**config.mk**
```make
export PLATFORM = sky130hd
export DESIGN_NAME = tlic_ctrl
export DESIGN_NICKNAME = d
export VERILOG_FILES = /design/src/hdl/two_level_inclusive_cache_lru_macros.svh /design/src/hdl/tlic_pkg.sv /design/src/hdl/tlic_ctrl.sv
export SDC_FILE = /design/constraint.sdc
export NUM_CORES = 1
export LEC_CHECK = 0
export BUFFER_PORTS_ARGS = -buffer_cell sky130_fd_sc_hd__buf_2
export CAP_MARGIN = 20
export CORE_AREA = 2 2 39 41
export DETAILED_ROUTE_END_ITERATION = 12
export DIE_AREA = 0 0 41 43
export HOLD_SLACK_MARGIN = 0.06
export PLACE_DENSITY = 0.69
export SLEW_MARGIN = 20
export SYNTH_ARGS = -nofsm -noshare
export SYNTH_HDL_FRONTEND = slang
export SYNTH_SLANG_ARGS = --single-unit
```
**constraint.sdc**
```tcl
create_clock -name aclk -period 1.6 [get_ports aclk]
set_clock_uncertainty 0.2 [all_clocks]
set_input_delay 0.24 -clock aclk [delete_from_list [all_inputs] [get_ports aclk]]
set_output_delay 0.24 -clock aclk [all_outputs]
set_load 0.01 [all_outputs]
```
**src/hdl/two_level_inclusive_cache_lru_macros.svh**
```systemverilog
// ----------------------------------------------------------------------------
// Assertion macros for the two-level inclusive cache
// Concurrent property shorthands; empty under synthesis.
// ----------------------------------------------------------------------------
`ifndef TWO_LEVEL_INCLUSIVE_CACHE_LRU_MACROS_SVH
`define TWO_LEVEL_INCLUSIVE_CACHE_LRU_MACROS_SVH

`ifndef SYNTHESIS
`define TLIC_ASSERT_IMPLY(label, clk, rst_n, ante, cons) \
    label: assert property (@(posedge clk) disable iff (!rst_n) (ante) |-> (cons)) \
        else $error("implication check failed");
`define TLIC_ASSERT_NEXT(label, clk, rst_n, ante, cons) \
    label: assert property (@(posedge clk) disable iff (!rst_n) (ante) |=> (cons)) \
        else $error("next-cycle check failed");
`else
`define TLIC_ASSERT_IMPLY(label, clk, rst_n, ante, cons)
`define TLIC_ASSERT_NEXT(label, clk, rst_n, ante, cons)
`endif

`endif

```
**src/hdl/tlic_pkg.sv**
```systemverilog
// ----------------------------------------------------------------------------
// tlic_pkg
// Shared types and constants for the two-level inclusive cache tag model.
// ----------------------------------------------------------------------------
package tlic_pkg;

    localparam int ADDR_W     = 32;
    localparam int LAT_W      = 11;
    localparam int CYC_W      = 8;
    localparam int MEM_CYC_W  = 10;
    localparam int CFG_IDX_W  = 2;
    localparam int CFG_DATA_W = 10;

    localparam logic [CFG_IDX_W-1:0] CFG_L1_CYCLES     = 2'd0;
    localparam logic [CFG_IDX_W-1:0] CFG_L2_CYCLES     = 2'd1;
    localparam logic [CFG_IDX_W-1:0] CFG_MEM_CYCLES    = 2'd2;
    localparam logic [CFG_IDX_W-1:0] CFG_WRITE_ALLOC   = 2'd3;

    localparam logic KIND_WRITE = 1'b1;

    typedef enum logic [3:0] {
        ST_CLEAR, ST_IDLE, ST_RD, ST_LD, ST_EVAL, ST_BI_RD, ST_BI_LD, ST_BI,
        ST_F_RD, ST_F_LD, ST_FILL, ST_REF, ST_REF_RD, ST_REF_UPD, ST_FIN, ST_OUT
    } state_t;

    typedef struct packed {
        logic clr;
        logic cap;
        logic ld_l1;
        logic ld_l2;
        logic eval;
        logic bi_rd;
        logic bi_upd;
        logic fill;
        logic ref_chk;
        logic ref_rd;
        logic ref_upd;
        logic fin;
        logic out_ld;
    } dp_cmd_t;

    typedef struct packed {
        logic clr_done;
        logic l1_hit;
        logic need_bi;
        logic alloc;
        logic dirty_vic;
        logic ref_same;
        logic out_free;
    } dp_status_t;

endpackage

```
**src/hdl/tlic_ctrl.sv**
```systemverilog
// ----------------------------------------------------------------------------
// tlic_ctrl
// Sequencer for clearing, lookup, back-invalidate, fill and LRU refresh.
// ----------------------------------------------------------------------------
module tlic_ctrl (
    input  logic                aclk,
    input  logic                aresetn,
    input  logic                s_valid,
    output logic                s_ready,
    input  tlic_pkg::dp_status_t status,
    output tlic_pkg::dp_cmd_t    cmd
);
    import tlic_pkg::*;

    state_t state_reg, state_next;

    always_ff @(posedge aclk) begin
        if (!aresetn) begin
            state_reg <= ST_CLEAR;
        end else begin
            state_reg <= state_next;
        end
    end

    always_comb begin
        state_next = state_reg;
        case (state_reg)
            ST_CLEAR:   if (status.clr_done) state_next = ST_IDLE;
            ST_IDLE:    if (s_valid) state_next = ST_RD;
            ST_RD:      state_next = ST_LD;
            ST_LD:      state_next = ST_EVAL;
            ST_EVAL: begin
                if (status.l1_hit) state_next = ST_OUT;
                else if (status.need_bi) state_next = ST_BI_RD;
                else if (status.alloc) state_next = ST_F_RD;
                else state_next = ST_FIN;
            end
            ST_BI_RD:   state_next = ST_BI_LD;
            ST_BI_LD:   state_next = ST_BI;
            ST_BI:      state_next = ST_F_RD;
            ST_F_RD:    state_next = ST_F_LD;
            ST_F_LD:    state_next = ST_FILL;
            ST_FILL:    state_next = status.dirty_vic ? ST_REF : ST_FIN;
            ST_REF:     state_next = status.ref_same ? ST_FIN : ST_REF_RD;
            ST_REF_RD:  state_next = ST_REF_UPD;
            ST_REF_UPD: state_next = ST_FIN;
            ST_FIN:     state_next = ST_OUT;
            ST_OUT:     if (status.out_free) state_next = ST_IDLE;
            default:    state_next = ST_CLEAR;
        endcase
    end

    always_comb begin
        cmd     = '0;
        s_ready = 1'b0;
        case (state_reg)
            ST_CLEAR:   cmd.clr = 1'b1;
            ST_IDLE: begin
                s_ready = 1'b1;
                cmd.cap = s_valid;
            end
            ST_LD: begin
                cmd.ld_l1 = 1'b1;
                cmd.ld_l2 = 1'b1;
            end
            ST_EVAL:    cmd.eval = 1'b1;
            ST_BI_RD:   cmd.bi_rd = 1'b1;
            ST_BI_LD:   cmd.ld_l1 = 1'b1;
            ST_BI:      cmd.bi_upd = 1'b1;
            ST_F_LD:    cmd.ld_l1 = 1'b1;
            ST_FILL:    cmd.fill = 1'b1;
            ST_REF:     cmd.ref_chk = 1'b1;
            ST_REF_RD:  cmd.ref_rd = 1'b1;
            ST_REF_UPD: begin
                cmd.ref_rd  = 1'b1;
                cmd.ref_upd = 1'b1;
            end
            ST_FIN:     cmd.fin = 1'b1;
            ST_OUT:     cmd.out_ld = status.out_free;
            default:    cmd = '0;
        endcase
    end

endmodule

```
# After elaboration in Yosys (flattened, before gate mapping)
# Index checks and enable logic that the tools add are counted.
# op_classes
addsub	0
multipliers	0
n_div	0
magnitude_cmp	0
eq_ne	18
n_shift	0
muxes	23
bitwise_logic	0
reduce_logical	4
# op_table
cell	n
4-bit one-hot mux with 16 select lines	1
4-bit equality test (second input constant)	8
4-bit two-way mux	5
4-bit by 3-bit equality test with 1-bit output (second input constant)	4
1-bit two-way mux	14
4-bit by 2-bit equality test with 1-bit output (second input constant)	2
3-bit two-way mux	2
2-bit inequality test (second input constant)	3
4-bit by 1-bit equality test with 1-bit output (second input constant)	1
4-bit zero test	1
3-bit AND reduction	1
3-bit OR reduction	1
2-bit two-way mux	1
2-bit OR reduction	1
# totals
regBits	4
latchBits	0
ramBits	0
romBits	0
in_bits	10
out_inout_bits	14
word_cells	46
n_memories	0

# Logic depth before layout (Yosys ltp)
# logic_depth
ltp_word	4
ltp_mapped	5
depth_no_buf	4

# Worst setup path before layout
# Ideal clock, no wire load.
# synth_timing
path_kind	register to output
startpoint	reg state_reg[0]
endpoint	out cmd[11] (netlist bit)
arrival_time_ns	1.095
t_required_ns	1.160
setup_slack_ns	0.065
stages_incl_launch_ff	5
n_path_buf	1
cell_sequence	dfxtp_1 -> buf_6 -> nand2b_1 -> nor3_2 -> and2_1
# synth_rtl
item	line_no	text
start: declaration	tlic_ctrl.sv:15	state_t state_reg, state_next;
start signal: assignment	tlic_ctrl.sv:21	state_reg <= state_next;
end: declaration	tlic_ctrl.sv:11	output tlic_pkg::dp_cmd_t cmd

==> out/results.ini <==
[outcome]
status = finished, violations left
violations = negative setup slack

[setup_path]
r2r_start = state_reg[1]
critical_path_class = flip-flop to output port
r2r-end = state_reg[1]
crit_required_ns = 1.16
startpoint_type = flip-flop
r2r_slack_ns = 0.06
critPathMaxFanout = 5
cp-end-kind = output port
endpoint = cmd[12]
path_cells = buf_6, nor4_4, buf_2
cpMaxStageDelayCell = dfxtp_4
crit_start = state_reg[0]
worstPathArrival_ns = 1.16
slowest_delay_ns = 0.37
rr_worst_depth = 6

[grt]
grt_use_met1_pct = 24.0
grt_start_max_net_pins = 14
grt-busiest-layer = met2
grt_pass1_vias = 551
use_met2_pct = 27.5
grt_pass1_wl_mm = 2.21
grt.total_usage_pct = 17.6
grt_util_met3_pct = 3.14
grt_antenna_before_repair = 0
overflow = 0

[layout]
num-fill-cells = 118
seq_area_um2 = 95.1
area_growth_pct = 68.9
multiInputGateArea_um2 = 432
final_cell_mix = 23 x buf_2, 10 x buf_4, 7 x nor2_1, 7 x buf_6, 5 x nand2_1
largest_reg_flops = 4
antenna-diode-count = 0
layout.nets = 119
finalNonFillerCells = 123
final_common_cell = buf_2
drive_gt1_share_pct = 59.8

[synthesis]
yosysWarnings = 0
synthDistinctLibCells = 38
synth_area_leader_cell = dfxtp_1
netlist.area_leader.share_pct = 15.4
netlist_area_um2 = 519
ys_top_cells_by_area = dfxtp_1 15%, nor2_1 5.1%, nor4b_4 4.6%, buf_4 4.3%, buf_6 4.3%
synth_seq_cells = 4
synthCells = 68
synth-seq-area-share_pct = 15.4
postSynthNetCount = 78
synth.avg_cell_area_um2 = 7.64

[detailed_routing]
post_drt_wl_per_cell_um = 12.2
antenna_left = 0
drt_iter0_drc = 15
viasPerCell = 5.34
drt-pass1-iter-count = 4
via_count = 657
drc = 0
routed_wl_mm = 1.50

[clocking]
clockBufferDepth = 2
cts.sinks = 4
clk_pin_slew_ns = 0.04
cts_tree = yes
cts_htree_levels = 1
cts-root-buf = clkbuf_4
cts_buffers = 3
worst_skew_pair.late_latency_ns = 0.23

[sta]
final.setup.worst_slack_ns = -0.00464
slew_violations = 0
hold_viol = 0
whs_ns = 0.170
max_freq_ghz = 0.623
worstMarginPinSlew_ns = 0.268
min_period_ns = 1.60
max_slew_margin_pct = 82.1
rsz0062_at_grt = yes
finalSetupTns_ns = -0.00464
final.period_utilization_pct = 100
report.final.setup_viol = 1

[pwr]
powerDensity_nw_per_um2 = 531
peakVddDrop_v = 0.000408
leakagePower_nw = 0.423

[die]
io_pins = 24
initial_core_util_pct = 37.5
die_h_um = 43
die_w_um = 41
fp-row-count = 14
placeableCoreArea_um2 = 1380
fp.dieArea_um2 = 1760

[place]
portBuffers = 23
dpl.hpwl_mm = 1.04
dp.cells = 110
dp_slack_ns = 0.0593
gp_congestion = 0.770

[hold_path]
hp-class = primary input to flip-flop

[flow_run]
drv_cap = 0

==> cells by family (layout without fill, tap and decap cells) <==
kind of cell	after synthesis	in the layout	synth area share, %
AOI/OAI and AO/OA	22	22	32.8
xor gates and xnor gates	1	1	1.69
buffers and inverters	11	50	13.2
DFF	4	4	15.4
and+or+nand+nor	30	30	36.9
==> synthesized netlist by cell type (all sizes together) <==
| cell type | number |
|---|---|
| a41oi | 1 |
| inv | 5 |
| dfxtp | 4 |
| o221ai | 1 |
| o21bai | 1 |
| a21oi | 3 |
| a21o | 2 |
| nor4b | 1 |
| a211oi | 2 |
| a21boi | 1 |
| a31oi | 1 |
| and2 | 1 |
| nor2 | 7 |
| and3b | 1 |
| a22o | 1 |
| o21a | 1 |
| xnor2 | 1 |
| buf | 6 |
| o21ai | 4 |
| nor4 | 1 |
| nor3 | 5 |
| and2b | 1 |
| o22ai | 1 |
| a2bb2oi | 1 |
| a211o | 1 |
| nor3b | 1 |
| nand2 | 6 |
| a222oi | 1 |
| nand2b | 6 |
==> cell type report <==
class,count,area share (%)
clock buffers,3,2.57
inverters,5,2.14
multi-input cells,53,49.2
flip-flops and latches,4,10.8
well taps,16,2.28
repair buffers,42,33.0
==> power breakdown <==
| part | switching, mW | internal [mW] |
|---|---|---|
| logic | 0.0980 | 0.122 |
| registers | 0.0181 | 0.106 |
| clock network | 0.0387 | 0.0838 |
==> worst min path at each step <==
stage	startpoint	end	cells after the start	slack, ns
4_1_cts	status[0]	state_reg[1]	3	0.17
2_1_floorplan	aresetn	state_reg[1]	1	0.16
6_report	status[0]	state_reg[1]	3	0.17
3_5_place_dp	aresetn	state_reg[1]	2	0.27
3_3_place_gp	aresetn	state_reg[1]	2	0.26
5_1_grt	status[2]	state_reg[2]	3	0.18
==> worst max-delay path: cells and delay by family, from the launching register on <==
kind / cells / cell delay, ns
AND/OR/NAND/NOR: 1 / 0.26
flip-flops: 1 / 0.37
buffers and inverters: 2 / 0.30
==> metal layers <==
| layer | vias up | part of all wire (%) |
|---|---|---|
| li1 | 328 | - |
| met1 | 304 | 46 |
| met2 | 25 | 48 |
| met3 | 0 | 5.8 |
| met4 | 0 | 0 |
| met5 | - | 0 |
==> what timing repair did <==
item,CTS,global route
setup buffers,5,3
pin swaps,3,4
hold buffers,2,0
hold endpoints to repair,2,0
gates cloned,0,0
setup endpoints to repair,14,11
resized for setup,21,4
==> stage by stage <==
stage / cell area (um2) / utilization (%) / total power [mW]
global route: 877 / 63.4 / 0.501
CTS: 835 / 60.3 / 0.451
finish: 877 / 63.4 / 0.466
floorplan: 519 / - / 0.228
global placement: 672 / 48.6 / 0.282
detailed placement: 672 / 48.6 / 0.284
Note: power is estimated with default switching activity, not from simulation.
